<file path="src/design/tgarle_pkg.sv">
// ---------------------------------------------------------------------------
// tgarle_pkg
// Shared types and constants for the TGA run-length pixel decoder.
// ---------------------------------------------------------------------------
`default_nettype none

package tgarle_pkg;

  localparam int MAX_BYTES_PER_PIXEL = 4;

  // Packet header: bit 7 marks a repeat packet, low 7 bits hold count - 1
  localparam int HDR_REPEAT_BIT = 7;
  localparam logic [6:0] HDR_COUNT_MASK = 7'd127;

  // Configuration register indexes
  localparam int CFG_IDX_W  = 2;
  localparam int CFG_DATA_W = 31;
  localparam logic [CFG_IDX_W-1:0] CFG_BPP   = 2'd0;
  localparam logic [CFG_IDX_W-1:0] CFG_RLE   = 2'd1;
  localparam logic [CFG_IDX_W-1:0] CFG_TOTAL = 2'd2;

  typedef struct packed {
    logic [2:0]  bytes_per_pixel;
    logic        rle_enable;
    logic [30:0] total_pixels;
  } cfg_t;

  typedef struct packed {
    logic        expect_header;
    logic        repeat_packet;
    logic [7:0]  packet_left;
    logic [1:0]  byte_index;
    logic [30:0] pixels_done;
  } dec_state_t;

  typedef struct packed {
    logic [7:0] chan0;
    logic [7:0] chan1;
    logic [7:0] chan2;
    logic [7:0] chan3;
    logic [7:0] run_length;
    logic       image_done;
  } pixel_t;

  typedef struct packed {
    dec_state_t state_next;
    logic       byte_we;
    logic [1:0] byte_addr;
    logic       res_valid;
    pixel_t     res;
  } dec_out_t;

endpackage

`default_nettype wire

</file>
<file path="src/design/tgarle_if.sv">
// ---------------------------------------------------------------------------
// tgarle_if
// Valid/ready channels for stream bytes in and decoded pixels out.
// ---------------------------------------------------------------------------
`default_nettype none

interface tgarle_in_if;
  logic       valid;
  logic       ready;
  logic [7:0] in_byte;
  logic       image_start;

  modport source(output valid, output in_byte, output image_start, input ready);
  modport sink(input valid, input in_byte, input image_start, output ready);
endinterface

interface tgarle_out_if;
  logic       valid;
  logic       ready;
  logic [7:0] chan0;
  logic [7:0] chan1;
  logic [7:0] chan2;
  logic [7:0] chan3;
  logic [7:0] run_length;
  logic       image_done;

  modport source(output valid, output chan0, output chan1, output chan2,
                 output chan3, output run_length, output image_done,
                 input ready);
  modport sink(input valid, input chan0, input chan1, input chan2,
               input chan3, input run_length, input image_done,
               output ready);
endinterface

`default_nettype wire

</file>
<file path="src/design/tgarle_decode.sv">
// ---------------------------------------------------------------------------
// tgarle_decode
// Next-state and result logic for one stream byte.
// ---------------------------------------------------------------------------
`default_nettype none

module tgarle_decode
  import tgarle_pkg::*;
(
  input  var cfg_t            cfg,
  input  var dec_state_t      state,
  input  wire [3:0][7:0]      pixel_bytes,
  input  wire [7:0]           in_byte,
  input  wire                 image_start,
  output var dec_out_t        dout
);

  logic [2:0]      bpp;
  dec_state_t      st;
  logic [31:0]     diff;
  logic            complete;
  logic [30:0]     room;
  logic [3:0][7:0] pix;
  logic [7:0]      inc;
  logic [30:0]     sum;
  logic            clip;
  logic [7:0]      run;
  logic [7:0]      left_dec;

  always_comb begin
    // Out-of-range widths clamp to 1 .. MAX_BYTES_PER_PIXEL
    if (cfg.bytes_per_pixel == 3'd0) begin
      bpp = 3'd1;
    end else if (cfg.bytes_per_pixel > 3'(MAX_BYTES_PER_PIXEL)) begin
      bpp = 3'(MAX_BYTES_PER_PIXEL);
    end else begin
      bpp = cfg.bytes_per_pixel;
    end

    st = state;
    if (image_start) begin
      st.expect_header = 1'b1;
      st.repeat_packet = 1'b0;
      st.packet_left   = 8'd0;
      st.byte_index    = 2'd0;
      st.pixels_done   = 31'd0;
    end

    // One subtract gives both the space left and the done flag
    diff     = {1'b0, cfg.total_pixels} - {1'b0, st.pixels_done};
    complete = diff[31] || (diff == 32'd0);
    room     = diff[30:0];

    pix                = pixel_bytes;
    pix[st.byte_index] = in_byte;

    clip = (room[30:8] == 23'd0) && (room[7:0] < st.packet_left);
    inc  = (cfg.rle_enable && st.repeat_packet) ? st.packet_left : 8'd1;
    sum  = st.pixels_done + {23'd0, inc};
    left_dec = (st.packet_left != 8'd0) ? st.packet_left - 8'd1 : 8'd0;

    dout.state_next = st;
    dout.byte_we    = 1'b0;
    dout.byte_addr  = st.byte_index;
    dout.res_valid  = 1'b0;
    run             = 8'd1;

    if (!complete) begin
      if (cfg.rle_enable && st.expect_header) begin
        dout.state_next.packet_left   = {1'b0, in_byte[6:0] & HDR_COUNT_MASK} + 8'd1;
        dout.state_next.repeat_packet = in_byte[HDR_REPEAT_BIT];
        dout.state_next.expect_header = 1'b0;
        dout.state_next.byte_index    = 2'd0;
      end else begin
        dout.byte_we = 1'b1;
        if (({1'b0, st.byte_index} + 3'd1) < bpp) begin
          dout.state_next.byte_index = st.byte_index + 2'd1;
        end else begin
          dout.state_next.byte_index  = 2'd0;
          dout.res_valid              = 1'b1;
          dout.state_next.pixels_done = sum;
          if (cfg.rle_enable) begin
            if (st.repeat_packet) begin
              run                           = clip ? room[7:0] : st.packet_left;
              dout.state_next.packet_left   = 8'd0;
              dout.state_next.expect_header = 1'b1;
              if (clip) begin
                dout.state_next.pixels_done = cfg.total_pixels;
              end
            end else begin
              dout.state_next.packet_left = left_dec;
              if (left_dec == 8'd0) begin
                dout.state_next.expect_header = 1'b1;
              end
            end
          end
        end
      end
    end

    // BGR(A) to RGB(A); narrow pixels pass straight through
    dout.res.chan0 = 8'd0;
    dout.res.chan1 = 8'd0;
    dout.res.chan2 = 8'd0;
    dout.res.chan3 = 8'd0;
    if (bpp >= 3'd3) begin
      dout.res.chan0 = pix[2];
      dout.res.chan1 = pix[1];
      dout.res.chan2 = pix[0];
      if (bpp == 3'd4) begin
        dout.res.chan3 = pix[3];
      end
    end else begin
      dout.res.chan0 = pix[0];
      if (bpp == 3'd2) begin
        dout.res.chan1 = pix[1];
      end
    end
    dout.res.run_length = run;
    dout.res.image_done = ({23'd0, run} == room);
  end

endmodule

`default_nettype wire

</file>
<file path="src/design/tga_rle_pixel_decoder.sv">
// ---------------------------------------------------------------------------
// tga_rle_pixel_decoder
// TGA image-data decoder: bytes in, RGB(A) or grey pixels out, RLE optional.
// ---------------------------------------------------------------------------
// Throughput: one byte per clock, sustained, while the pixel side keeps up.
// Latency: a pixel completed by an accepted byte is valid on the next cycle.
// The single output register decouples the sides: a byte is taken whenever
// that register is empty or being drained in the same cycle.
// Reset: config returns to 4 bytes/pixel, RLE off, 1 pixel total; the
// decode state expects a header and the output register is emptied.
`default_nettype none

module tga_rle_pixel_decoder
  import tgarle_pkg::*;
(
  input  wire                   clk,
  input  wire                   rst,
  input  wire                   cfg_we,
  input  wire [CFG_IDX_W-1:0]   cfg_index,
  input  wire [CFG_DATA_W-1:0]  cfg_data,
  tgarle_in_if.sink             in_bytes,
  tgarle_out_if.source          pixels
);

  cfg_t            cfg;
  dec_state_t      state;
  logic [3:0][7:0] pixel_bytes;   // no reset: read only after being written
  dec_out_t        dout;
  pixel_t          out_reg;
  logic            out_valid;
  logic            in_acc;

  // Config registers, to be written only while the decoder is idle; the block does not enforce this
  always_ff @(posedge clk) begin
    if (rst) begin
      cfg.bytes_per_pixel <= 3'd4;
      cfg.rle_enable      <= 1'b0;
      cfg.total_pixels    <= 31'd1;
    end else if (cfg_we) begin
      unique case (cfg_index)
        CFG_BPP:   cfg.bytes_per_pixel <= cfg_data[2:0];
        CFG_RLE:   cfg.rle_enable      <= cfg_data[0];
        CFG_TOTAL: cfg.total_pixels    <= cfg_data[30:0];
        default:   ;
      endcase
    end
  end

  // Byte is taken when the output slot is free or emptying this cycle
  assign in_bytes.ready = !out_valid || pixels.ready;
  assign in_acc         = in_bytes.valid && in_bytes.ready;

  tgarle_decode u_decode (
    .cfg         (cfg),
    .state       (state),
    .pixel_bytes (pixel_bytes),
    .in_byte     (in_bytes.in_byte),
    .image_start (in_bytes.image_start),
    .dout        (dout)
  );

  // Decode state
  always_ff @(posedge clk) begin
    if (rst) begin
      state.expect_header <= 1'b1;
      state.repeat_packet <= 1'b0;
      state.packet_left   <= 8'd0;
      state.byte_index    <= 2'd0;
      state.pixels_done   <= 31'd0;
    end else if (in_acc) begin
      state <= dout.state_next;
    end
  end

  // Assembly of the current pixel's bytes
  always_ff @(posedge clk) begin
    if (in_acc && dout.byte_we) begin
      pixel_bytes[dout.byte_addr] <= in_bytes.in_byte;
    end
  end

  // Output register
  always_ff @(posedge clk) begin
    if (rst) begin
      out_valid <= 1'b0;
    end else if (in_acc) begin
      out_valid <= dout.res_valid;
    end else if (pixels.ready) begin
      out_valid <= 1'b0;
    end
  end

  always_ff @(posedge clk) begin
    if (in_acc && dout.res_valid) begin
      out_reg <= dout.res;
    end
  end

  assign pixels.valid      = out_valid;
  assign pixels.chan0      = out_reg.chan0;
  assign pixels.chan1      = out_reg.chan1;
  assign pixels.chan2      = out_reg.chan2;
  assign pixels.chan3      = out_reg.chan3;
  assign pixels.run_length = out_reg.run_length;
  assign pixels.image_done = out_reg.image_done;

  // Output slot is empty straight after reset
  a_reset_empty: assert property (@(posedge clk) $past(rst) |-> !pixels.valid)
    else $error("pixel output valid straight after reset");

  // A completed pixel shows up on the next cycle
  a_pixel_follows: assert property (@(posedge clk) disable iff (rst)
    (in_acc && dout.res_valid) |=> pixels.valid)
    else $error("completed pixel not presented");

  // Run length always within a packet's count
  a_run_range: assert property (@(posedge clk) disable iff (rst)
    pixels.valid |-> (pixels.run_length != 8'd0 && pixels.run_length <= 8'd128))
    else $error("run length out of range");

  // Output payload only changes when a byte is taken
  a_hold_payload: assert property (@(posedge clk) disable iff (rst)
    (!$past(in_acc) && $past(pixels.valid)) |-> $stable(pixels.run_length))
    else $error("pixel changed without a new byte");

endmodule

`default_nettype wire

</file>
<file path="src/flat_wrapper.sv">
// flat-port wrapper written by rule: the top's interface ports become plain ports
module tga_rle_pixel_decoder_flat import tgarle_pkg::*;
  (clk, rst, cfg_we, cfg_index, cfg_data, in_bytes_valid, in_bytes_in_byte, in_bytes_image_start, in_bytes_ready, pixels_valid, pixels_chan0, pixels_chan1, pixels_chan2, pixels_chan3, pixels_run_length, pixels_image_done, pixels_ready);
  tgarle_in_if in_bytes_i ();
  tgarle_out_if pixels_i ();
  input  wire clk;
  input  wire rst;
  input  wire cfg_we;
  input  wire [CFG_IDX_W-1:0] cfg_index;
  input  wire [CFG_DATA_W-1:0] cfg_data;
  input wire logic [$bits(in_bytes_i.valid)-1:0] in_bytes_valid;
  input wire logic [$bits(in_bytes_i.in_byte)-1:0] in_bytes_in_byte;
  input wire logic [$bits(in_bytes_i.image_start)-1:0] in_bytes_image_start;
  output wire logic [$bits(in_bytes_i.ready)-1:0] in_bytes_ready;
  output wire logic [$bits(pixels_i.valid)-1:0] pixels_valid;
  output wire logic [$bits(pixels_i.chan0)-1:0] pixels_chan0;
  output wire logic [$bits(pixels_i.chan1)-1:0] pixels_chan1;
  output wire logic [$bits(pixels_i.chan2)-1:0] pixels_chan2;
  output wire logic [$bits(pixels_i.chan3)-1:0] pixels_chan3;
  output wire logic [$bits(pixels_i.run_length)-1:0] pixels_run_length;
  output wire logic [$bits(pixels_i.image_done)-1:0] pixels_image_done;
  input wire logic [$bits(pixels_i.ready)-1:0] pixels_ready;
  assign in_bytes_i.valid = in_bytes_valid;
  assign in_bytes_i.in_byte = in_bytes_in_byte;
  assign in_bytes_i.image_start = in_bytes_image_start;
  assign in_bytes_ready = in_bytes_i.ready;
  assign pixels_valid = pixels_i.valid;
  assign pixels_chan0 = pixels_i.chan0;
  assign pixels_chan1 = pixels_i.chan1;
  assign pixels_chan2 = pixels_i.chan2;
  assign pixels_chan3 = pixels_i.chan3;
  assign pixels_run_length = pixels_i.run_length;
  assign pixels_image_done = pixels_i.image_done;
  assign pixels_i.ready = pixels_ready;
  tga_rle_pixel_decoder u_core (.clk(clk), .rst(rst), .cfg_we(cfg_we), .cfg_index(cfg_index), .cfg_data(cfg_data), .in_bytes(in_bytes_i), .pixels(pixels_i));
endmodule
</file>
<file path="config.mk">
export PLATFORM = sky130hd
export DESIGN_NAME = tga_rle_pixel_decoder_flat
export DESIGN_NICKNAME = d
export VERILOG_FILES = /design/src/design/tgarle_pkg.sv /design/src/design/tgarle_if.sv /design/src/design/tgarle_decode.sv /design/src/design/tga_rle_pixel_decoder.sv /design/src/flat_wrapper.sv
export SDC_FILE = /design/constraint.sdc
export NUM_CORES = 1
export LEC_CHECK = 0
export BUFFER_PORTS_ARGS = -buffer_cell sky130_fd_sc_hd__buf_2
export CAP_MARGIN = 20
export CORE_UTILIZATION = 30
export DETAILED_ROUTE_END_ITERATION = 16
export PLACE_DENSITY = 0.56
export SYNTH_ARGS = -nofsm -noshare
export SYNTH_HDL_FRONTEND = slang
export SYNTH_SLANG_ARGS = --single-unit
</file>
<file path="constraint.sdc">
create_clock -name clk -period 5.7 [get_ports clk]
set_input_delay 0.855 -clock clk [delete_from_list [all_inputs] [get_ports clk]]
set_output_delay 0.855 -clock clk [all_outputs]
set_load 0.01 [all_outputs]
</file>
Yosys cells after proc, flatten, opt, wreduce, memory -nomap -nowiden
Index checks and enable logic that the tools add are counted.
Widths: inputs -> output; s select.
Storage, ports and cells
  bits in registers: 152
  input bits: 47
  output and inout port bits: 43
  word-level logic and storage cells: 95
Cells by class
  $add $sub $neg: 6
  magnitude comparators: 6
  eq/ne operators: 5
  multiplexer cells: 38
  reductions and logical operators: 21
Operators with widths (count)
  $mux 31: 4
  $mux 8: 13
  $mux 44: 1
  $mux 43: 1
  $bwmux 32: 1
  $logic_not 32->1: 1
  $mux 32: 1
  $sub 31x31->32: 1
  $add 31x8->31: 1
  $eq 8x31->1: 1
  $logic_not 23->1: 1
  $demux 8 s2: 1
  $mux 16: 1
  $mux 1: 11
  $mux 10: 1
  $add 7x1->8 const B: 1
  $logic_not 8->1: 1
  $lt 8x8->1: 1
  $reduce_and 2->1: 4
  $reduce_bool 8->1: 1
  $sub 8x1->8 const B: 1
  $logic_and 1x1->1: 7
  $mux 3: 2
  $add 2x1->3 const B: 1
  other kinds (16): 17

Depth between registers and ports, before layout
Gate-level depths: netlist of the first run.
  word-level depth: 11
  depth in mapped cells: 23
  depth with buffers taken out: 18

Modules after synthesis
From an unflattened synthesis of the first run, not the netlist that was laid out.
Unflattened totals
  cells, all modules: 1294
  area total of the unflattened synthesis: 11043.1 um2
By module, submodules not included
  tgarle_decode: times used 1, cells each 861, area an instance 5565.3 um2, sequential area each 0.0 um2
  tga_rle_pixel_decoder: times used 1, cells each 433, area an instance 5477.8 um2, sequential area each 3773.6 um2

Least setup slack after synthesis of the first run
OpenSTA, ideal clock, no wires.
  kind: input -> register
  start: in in_bytes_image_start
  end: reg, netlist name u_core.state[13]
  setup time: 128 ps
  arrival time: 5593 ps
  required time: 5572 ps
  path slack: -21 ps
  stages: 21
  buffers on the path: 5
  path through: clkbuf_1 -> inv_1 -> clkbuf_1 -> buf_1 -> clkbuf_1 -> nand2_1 -> ha_1 -> o211ai_1 -> a21oi_1 -> o32ai_4 -> o21ai_0 -> a2111o_1 -> or4_1 -> nor4_2 -> nand4_4 -> o21ai_4 -> or2_2 -> inv_2 -> buf_2 -> a22oi_1 -> nor2_1
On the way
  word-level cells in the longest chain between the ends: 10
  elaborated cells on any way between the ends: 19
  those cells by class: add/sub (3); order compare (2); mux (8); reduce/logical (6)
RTL lines
  start: declaration: RTL line flat_wrapper.sv:13  | input wire logic [$bits(in_bytes_i.image_start)-1:0] in_bytes_image_start;
  $mux 43 *: RTL line tgarle_decode.sv:41  | if (image_start) begin
  $sub 31x31->32 / $logic_and 1x1->1 (equally long branches): RTL line tgarle_decode.sv:50, tgarle_decode.sv:58
  $lt 8x8->1 (tied with other cells): RTL line tgarle_decode.sv:57  | clip = (room[30:8] == 23'd0) && (room[7:0] < st.packet_left);
  $logic_and 1x1->1 / $add 31x8->31 (equally long branches): RTL line tgarle_decode.sv:57, tgarle_decode.sv:59
  $mux 31: RTL line tgarle_decode.sv:87  | if (clip) begin
  $mux 31: RTL line tgarle_decode.sv:83  | if (st.repeat_packet) begin
  $mux 31: RTL line tgarle_decode.sv:82  | if (cfg.rle_enable) begin
  $mux 31: RTL line tgarle_decode.sv:76  | if (({1'b0, st.byte_index} + 3'd1) < bpp) begin
  $mux 32: RTL line tgarle_decode.sv:69  | if (cfg.rle_enable && st.expect_header) begin
  $mux 44 *: RTL line tgarle_decode.sv:68  | if (!complete) begin
Every way passes the cells marked *; elsewhere a longest branch is shown, timed or not.
A chain may end at the register's enable or synchronous reset.

Final worst setup path of the first run
  start: in in_bytes_image_start
  end: reg, netlist name u_core.state[25]
On the way
  word-level cells in the longest chain between the ends: 10
  elaborated cells on any way between the ends: 19
  those cells by class: add/sub (3); order compare (2); mux (8); reduce/logical (6)
RTL lines (RTL line)
  $mux 43 *: tgarle_decode.sv:41
  $sub 31x31->32 / $logic_and 1x1->1 (equally long branches): tgarle_decode.sv:50, tgarle_decode.sv:58
  $lt 8x8->1 (tied with other cells): tgarle_decode.sv:57
  $logic_and 1x1->1 / $add 31x8->31 (equally long branches): tgarle_decode.sv:57, tgarle_decode.sv:59
  $mux 31: tgarle_decode.sv:87
  $mux 31: tgarle_decode.sv:83
  $mux 31: tgarle_decode.sv:82
  $mux 31: tgarle_decode.sv:76
  $mux 32: tgarle_decode.sv:69
  $mux 44 *: tgarle_decode.sv:68
Marked as above.

==> results.toml, run 1 <==
[run_status]
status = "finished clean"

[synth]
synth_cells = 1215
synth_flop_cell = "dfxtp_1"
yosys.area.top_type = "edfxtp_1"
syn_nets = 1320
synthArstFlopShare_pct = 0
synthTopCellsByCount = "nand2_1, a21oi_1, nor2_1, dfxtp_1, edfxtp_1"
synth-edff-count = 73
ys_seq_area_share_pct = 36.3
syn_area_um2 = 10400
ys_warn_count = 0
netlist.area_leader.share_pct = 21.1
synth.distinct_cells = 87
synth.most_common_cell = "nand2_1"
avgSynthCellArea_um2 = 8.55
ys_ff_latch = 152
ys_top_cells_by_area = "edfxtp_1, dfxtp_1, ha_1"

[routing]
drt_pass1_iterations = 5
first_iter_violations = 768
antenna_left = 0
routedWlPerCell_um = 17.5
viasPerCell = 5.31
drc = 0
wirelength_mm = 31.0
vias = 9396

[worst_setup_path]
r2r-end = "u_core.state[25]"
reg2reg_from = "u_core.state[11]"
reg2reg_slack_ns = 0.91
critPathKind = "primary input to flop"
crit_family = "simple AND/OR/NAND/NOR gates"
ff2ff_path_depth = 15
crit_chain = "buf_2 -> inv_1 -> buf_4 -> nand2_1 -> ha_1 -> buf_4 -> a21oi_1 -> o21ai_0 -> a21oi_4 -> a21oi_2 -> o31a_1 -> or4_1 -> nor4_2 -> nand4_4 -> nor2_4 -> buf_4 -> mux2_2 -> o221ai_1 -> a21oi_1"
cp_common_cell = "buf_4"
cpMaxStageDelayCell = "or4_1"
cp.arrival_ns = 5.36
crit_fanout = 13
critical_path_buf_inv_count = 5
crit_path_max_incr_delay_ns = 0.55
worstSetupEndpointType = "flop"
worstPathRequired_ns = 5.99
critPathLaunchType = "primary input"

[final_layout]
layout.cells.non_filler = 1770
multi_input_area_um2 = 6100
seqCellArea_um2 = 3770
fillers = 3526
area_delta_synth_final_pct = 16.8
post-route-util_pct = 35.9
stdcell_area_um2 = 12100
insertedDiodeCount = 0
final_nets = 1414
drive_gt1_share_pct = 18.2

[clocking]
post_cts_resized = 0
path_clk_slew_ns = 0.07
tritoncts = "yes"
cts_root_buffer = "clkbuf_16"
clockBufferDepth = 2
cts_made_buffers = 17
htree_num_levels = 4
clk_latency_ns = 0.45
cts.sinks = 152
cts_setup_buffers = 0
cts_hold_buffers = 0

[grt]
first_global_vias = 8970
grt_max_degree = 42
track_usage_pct = 17.7
grt_overflow = 0
antenna_found_initial = 0
grt_pass1_wl_mm = 49.9

[placement]
numPortBuffers = 89
gp_congestion = 0.893
post_dp_cell_area_um2 = 11500
dp.cells = 1738
hpwl_mm = 23.0
dp_slack_ns = 0.174

[sta]
hold_violations = 0
rsz0062_at_grt = "false"
worst_pin_slew_ns = 0.883
timing.final.ws_setup_ns = 0.624
fin_crit_sh_pct = 89.1
maxSlewViolCount = 0
fin_hold_ws_ns = 0.466
period_needed_ns = 5.08
finalClockSkew_ns = 0.0156
setup_tns_ns = 0
setup_viol = 0
fmax_mhz = 197
slew-limit-headroom_pct = 40.6

[floorplanning]
num_rows = 67
die_w_um = 188
die-area_um2 = 35400
initial_core_util_pct = 30.8
core-area_um2 = 33800
dieHeight_um = 188
ios = 90

[power_and_ir_drop]
powerDensity_nw_per_um2 = 249
ir_drop_mv = 0.214
p_total_mw = 3.02
p_leak_nw = 4.83

[hold_path]
holdPathEnd = "u_core.state[1]"
min_path_type = "flop to flop"
hp-start = "u_core.state[1]"
hold_path_depth = 2

[run]
maxCapViolations = 0
-- layer usage --
metal,vias up,share of wire (%),track usage [%],routed length [um]
li1,4602,-,-,-
met1,4510,51,25.6,15700
met2,249,44,27.2,13600
met3,35,4.2,2.58,1290
met4,0,1.2,4.53,381
met5,-,0,0,0
-- cells in the final DEF (no fill, tap or decap), types with 16 or more instances in the layout --
master     count
nor2_1       112
and2_1        19
a21o_1        16
buf_2         89
a22oi_1       30
nand3_1       26
o21ai_0       41
clkbuf_16     17
dfxtp_1       79
a21oi_1      122
buf_4         45
nand2_1      149
mux2_2        45
nor2b_1       21
mux2i_1       22
and3_1        19
inv_1         62
xnor2_1       25
ha_1          56
o21a_1        22
nor3_1        25
edfxtp_1      73
-- registers in the layout, indices dropped and copies added (netlist names) --
signal                    flops
u_core.state                 43
u_core.cfg                   35
u_core.pixel_bytes           32
u_core.pixels.chan0           8
u_core.pixels.chan1           8
u_core.pixels.chan2           8
u_core.pixels.chan3           8
u_core.pixels.run_length      8
u_core.pixels.image_done      1
u_core.pixels.valid           1
-- power by group --
group          switching, mW  internal (mW)  total [mW]
clock network          0.590          0.601        1.19
registers             0.0242           1.21        1.24
logic                  0.348          0.240       0.588
total                  0.962           2.05        3.02
-- how the worst max path moves through the flow --
| stage | start | end | slack, ns | cells past startpoint |
|---|---|---|---|---|
| floorplan | in_bytes_image_start | u_core.pixel_bytes[0] | 0.02 | 17 |
| global placement | in_bytes_image_start | u_core.state[25] | 0.29 | 19 |
| detailed placement | in_bytes_image_start | u_core.pixels.image_done | 0.17 | 19 |
| CTS | in_bytes_image_start | u_core.pixels.image_done | 0.64 | 19 |
| global route | in_bytes_image_start | u_core.pixels.image_done | 0.32 | 18 |
| finish | in_bytes_image_start | u_core.state[25] | 0.62 | 19 |
-- area by class of cell --
class	instances	area share, %
multi-input combinational	937	50.3
sequential	152	31.1
timing repair buffer	137	6.95
tap	448	4.62
clock buffer	17	3.50
inverter	64	1.98
clock inverter	15	1.57
-- cell families (layout without fill, tap and decap cells) --
group	Yosys count	in the layout	synth area share [%]
simple gates	442	442	20.4
flops	152	152	36.3
fa+ha+maj	58	58	7.13
buf+inv	126	233	4.95
mux	67	67	6.99
xor+xnor	34	34	2.87
compound gates	336	336	21.3
-- worst min-delay path, cell delays in order (launching register included) --
cell     delay, ns
dfxtp_1       0.32
nand2_1       0.05
a21oi_1       0.05
Power figures use the tool's default switching activity.
==> run 2: changes to the inputs <==
- SYNTH_HIERARCHICAL: unset -> 1
==> run 2 against run 1 <==
Critical path depth grew 1. Synthesized cell count is 6.5% higher. Clock skew down 0.0017 ns. Flip-flop and latch count unchanged. Via count grew 6.8%. Routed wire length up 7.5%. Final area rose by 4.2%.
==> results.toml, run 2 <==
[worst_setup_path]
worstSetupEndpointType = "flop"
critPathCapture = "u_core/state[17]"
startpoint = "in_bytes_image_start"
critPathLaunchType = "primary input"
cp.arrival_ns = 5.42
critPathKind = "primary input to flop"
r2r-end = "u_core/state[17]"
crit_fanout = 12
ff2ff_path_depth = 18
worstPathRequired_ns = 6.08
reg2reg_slack_ns = 1.09
reg2reg_from = "u_core/state[27]"

[synth]
synth-edff-count = 73
netlist.area_leader.share_pct = 19.9
synth_cells = 1294
ys_warn_count = 6
synth.distinct_cells = 92
synthArstFlopShare_pct = 0
syn_nets = 1399
syn_area_um2 = 11000
ys_ff_latch = 152
avgSynthCellArea_um2 = 8.53
ys_top_cells_by_area = "edfxtp_1, dfxtp_1, ha_1"
yosys.area.top_type = "edfxtp_1"
synthTopCellsByCount = "nand2_1, nor2_1, a21oi_1, dfxtp_1, nand2b_1"
synth.most_common_cell = "nand2_1"
synth_flop_cell = "dfxtp_1"
ys_seq_area_share_pct = 34.2

[floorplanning]
core-area_um2 = 35900
dieHeight_um = 194
initial_core_util_pct = 30.7
die-area_um2 = 37600
num_rows = 69
ios = 90
die_w_um = 194

[hold_path]
hp-start = "u_core/state[12]"
min_path_type = "flop to flop"

[final_layout]
final_nets = 1482
largest_register_ff_count = 43
drive_gt1_share_pct = 17.1
layout_common_cells = "nand2_1, nor2_1, a21oi_1"
largest-register = "u_core/state"
reg.largest.list = "u_core/state (43), u_core/cfg (35), u_core/pixel_bytes (32)"
fillers = 3798
final_common_cell = "nand2_1"
layout.cells.non_filler = 1852
area_delta_synth_final_pct = 14.6

[sta]
slew-limit-headroom_pct = 29.2
setup_viol = 0
fmax_mhz = 198
rsz0062_at_grt = "false"
maxSlewViolCount = 0
hold_violations = 0
period_needed_ns = 5.04
finalClockSkew_ns = 0.0140
fin_crit_sh_pct = 88.4
worst_pin_slew_ns = 1.06
setup_tns_ns = 0

[clocking]
cts_root_buffer = "clkbuf_16"
clk_latency_ns = 0.45
tritoncts = "yes"
clockBufferDepth = 2
path_clk_slew_ns = 0.07
cts.sinks = 152
cts_setup_buffers = 0
htree_num_levels = 4
post_cts_resized = 0
cts_hold_buffers = 0
cts_made_buffers = 17

[placement]
gp_congestion = 0.916
numPortBuffers = 89
hpwl_mm = 24.3
dp.cells = 1819

[grt]
grt_pass1_wl_mm = 53.8
grt_max_degree = 124
first_global_vias = 9604
antenna_found_initial = 0
track_usage_pct = 17.9
grt_overflow = 0

[power_and_ir_drop]
p_sw_uw = 860
combinationalPowerShare_pct = 18.6
clock_power_share_pct = 39.4
p_leak_nw = 5.12
sequentialPowerShare_pct = 42.0
netSwitchingFraction_pct = 30.5
ir_drop_mv = 0.218
p_int_mw = 1.96
powerDensity_nw_per_um2 = 223

[routing]
antenna_left = 0
drt_pass1_iterations = 6
first_iter_violations = 944
viasPerCell = 5.42
vias = 10039
routedWlPerCell_um = 18.0
wirelength_mm = 33.3
drc = 0

[run]
maxCapViolations = 0

[run_status]
status = "finished clean"
==> run 2: worst min path at each step <==
stage / to / slack [ns] / depth (start not counted)
after detailed placement: u_core/state[1] / 0.46 / 2
after global routing: u_core/state[7] / 0.49 / 2
after floorplan: u_core/state[0] / 0.44 / 2
after global placement: u_core/state[41] / 0.45 / 2
after CTS: u_core/state[12] / 0.47 / 2
final: u_core/state[12] / 0.47 / 2
==> run 2: area by class of cell <==
type                            instances  area [um2]  area share [%]
Antenna cell                            1        2.50          0.0198
Clock buffer                           18         429            3.39
Clock inverter                         14         131            1.04
Inverter                               53         199            1.57
Multi-Input combinational cell       1004        6610            52.2
Sequential cell                       152        3770            29.8
Tap cell                              461         577            4.56
Timing Repair Buffer                  149         933            7.38
==> run 2: stage by stage <==
stage	worst slack (ns)	power, mW	cell area (um2)	hold WS [ns]	utilization, %
after floorplan	0.0319	1.56	11100	0.437	-
after global placement	0.323	1.73	12100	0.452	33.7
after detailed placement	0.303	1.73	12100	0.459	33.7
after CTS	0.770	2.85	12700	0.473	35.2
after global routing	0.518	2.95	12700	0.491	35.2
final	0.661	2.82	12700	0.470	35.2
==> run 2: power groups by stage <==
stage / sequential [mW] / clock, mW / combinational, mW
after global placement: 1.21 / 0 / 0.518
after detailed placement: 1.21 / 0 / 0.517
after floorplan: 1.20 / 0 / 0.357
after CTS: 1.18 / 1.15 / 0.521
final: 1.18 / 1.11 / 0.525
after global routing: 1.19 / 1.19 / 0.577
==> run 2: logic make-up after synthesis <==
kind of cell,count (synthesis),synth area share (%)
simple gates,518,25.5
buf+inv,138,6.17
mux,56,5.13
fa+ha+maj,58,6.71
flops,152,34.2
compound gates,351,20.6
xor+xnor,21,1.67
==> run 2: critical path: stages <==
cell	delay, ns
buf_2	0.14
buf_4	0.20
nor2b_1	0.26
inv_1	0.13
ha_1	0.41
a21oi_1	0.38
o21ai_0	0.19
a222oi_1	0.27
nand4_1	0.14
or4_1	0.53
nor4_2	0.28
and4_4	0.27
buf_4	0.13
nand4_4	0.12
or2_1	0.27
buf_4	0.20
a31o_1	0.22
a22oi_1	0.18
nand4b_1	0.13
o21ai_2	0.09
==> run 2: routing by layer <==
layer | wire length [um] | up-vias | global-route usage (%)
met2 | 15100 | 291 | 28.7
met4 | 497 | 0 | 5.35
met3 | 1540 | 29 | 2.82
met5 | 0 | - | 0
met1 | 16200 | 4824 | 24.6
li1 | - | 4895 | -
==> run 3: changes to the inputs <==
- CELL_PAD_IN_SITES_DETAIL_PLACEMENT: unset -> 0
- CELL_PAD_IN_SITES_GLOBAL_PLACEMENT: unset -> 1
- PLACE_DENSITY: 0.56 -> 0.68
==> run 3 against run 2 <==
Clock power rose by 9%. Routed wire length rose by 1.1%. Register-to-register slack barely moved. Final cell count fell by 0.27%. Sequential power barely moved. Non-clock buffer count fell by 4. Via count fell by 0.61%. Highest routed layer unchanged. Largest cell class unchanged. Clock skew barely moved. Critical endpoint is now u_core/state[28]. Combinational power fell by 1%. Worst hold slack got worse by 0.0042 ns.
==> results.toml, run 3 (synthesis results as in run 2) <==
[run_status]
status = "finished clean"

[clocking]
cts_root_buffer = "clkbuf_16"
cts.sinks = 152
htree_num_levels = 4
post_cts_resized = 0
cts_setup_buffers = 0
tritoncts = "yes"
clk_latency_ns = 0.46
cts_hold_buffers = 0
path_clk_slew_ns = 0.07
clockBufferDepth = 2
cts_made_buffers = 17

[run]
maxCapViolations = 0

[power_and_ir_drop]
ir_drop_mv = 0.242
powerDensity_nw_per_um2 = 230
p_leak_nw = 5.12
p_total_mw = 2.91

[final_layout]
post-route-util_pct = 35.3
layout.cells.non_filler = 1847
reg.largest.list = "u_core/state (43), u_core/cfg (35), u_core/pixel_bytes (32)"
final_common_cell = "nand2_1"
layout_common_cells = "nand2_1, nor2_1, a21oi_1"
insertedDiodeCount = 0
final_nets = 1478
largest-register = "u_core/state"
fillers = 3743
drive_gt1_share_pct = 16.8
area_delta_synth_final_pct = 14.8
largest_register_ff_count = 43

[routing]
first_iter_violations = 663
drc = 0
drt_pass1_iterations = 5
vias = 9978
antenna_left = 0
viasPerCell = 5.40
routedWlPerCell_um = 18.2
wirelength_mm = 33.7

[floorplanning]
die-area_um2 = 37600
core-area_um2 = 35900
num_rows = 69
die_w_um = 194
ios = 90
dieHeight_um = 194
initial_core_util_pct = 30.7

[hold_path]
hp-start = "u_core/state[12]"
min_path_type = "flop to flop"

[grt]
first_global_vias = 9763
track_usage_pct = 18.2
grt_pass1_wl_mm = 53.9
antenna_found_initial = 0
grt_max_degree = 66
grt_overflow = 0

[worst_setup_path]
reg2reg_from = "u_core/state[1]"
cp.arrival_ns = 5.30
startpoint = "in_bytes_image_start"
worstPathRequired_ns = 6.03
crit_fanout = 26
worstSetupEndpointType = "flop"
critPathLaunchType = "primary input"
critPathKind = "primary input to flop"

[sta]
maxSlewViolCount = 0
setup_viol = 0
rsz0062_at_grt = "false"
slew-limit-headroom_pct = 32.8
fmax_mhz = 201
hold_violations = 0
fin_hold_ws_ns = 0.466
setup_tns_ns = 0
fin_crit_sh_pct = 87.2
worst_pin_slew_ns = 1.00
period_needed_ns = 4.97
finalClockSkew_ns = 0.0138

[placement]
numPortBuffers = 89
dp.cells = 1814
gp_congestion = 0.940
hpwl_mm = 24.8
-- run 3: routing by layer --
layer	part of all wire [%]	up-vias	wire (um)	global-route usage, %
met5	0	-	0	0
met2	47	241	15700	30.2
met4	2.4	0	820	6.73
li1	-	4874	-	-
met3	3.9	50	1320	2.82
met1	47	4813	15800	23.8
-- run 3: through the flow --
| stage | setup slack, ns | instance area (um2) |
|---|---|---|
| after global placement | 0.353 | 12100 |
| after detailed placement | 0.322 | 12100 |
| after global routing | 0.387 | 12700 |
| final | 0.731 | 12700 |
| after floorplan | 0.0319 | 11100 |
| after CTS | 0.788 | 12700 |
-- run 3: power by group --
part           switching [mW]  total, mW  internal, mW
combinational           0.309      0.518         0.209
sequential             0.0158       1.18          1.17
clock                   0.545       1.21         0.664
total                   0.870       2.91          2.04
-- run 3: final timing paths --
check	slack [ns]	cells past startpoint	endpoint
worst min-delay path	0.47	2	u_core/state[12]
worst max register to register	1.09	19	u_core/state[17]
worst max-delay path	0.73	21	u_core/state[28]
worst min register to register	0.47	2	u_core/state[12]
-- run 3: critical path, stage by stage --
cell,delay [ns]
buf_2,0.18
buf_4,0.32
nor2b_1,0.10
and2_1,0.22
nand2b_1,0.10
ha_1,0.17
inv_1,0.06
fa_1,0.42
nor2b_1,0.12
o21ai_0,0.11
a21boi_0,0.26
o21ai_0,0.16
a21oi_1,0.22
o21ai_0,0.21
a2111oi_0,0.67
buf_4,0.25
nand4_1,0.20
o41ai_1,0.33
a22oi_1,0.12
nand4b_1,0.14
o21ai_2,0.06
-- run 3: area by class of cell --
class / instances / area, um2 / area share (%)
Clock inverter: 15 / 183 / 1.44
Inverter: 53 / 199 / 1.57
Timing Repair Buffer: 145 / 916 / 7.22
Multi-Input combinational cell: 1004 / 6610 / 52.1
Clock buffer: 17 / 425 / 3.35
Tap cell: 461 / 577 / 4.55
Sequential cell: 152 / 3770 / 29.8
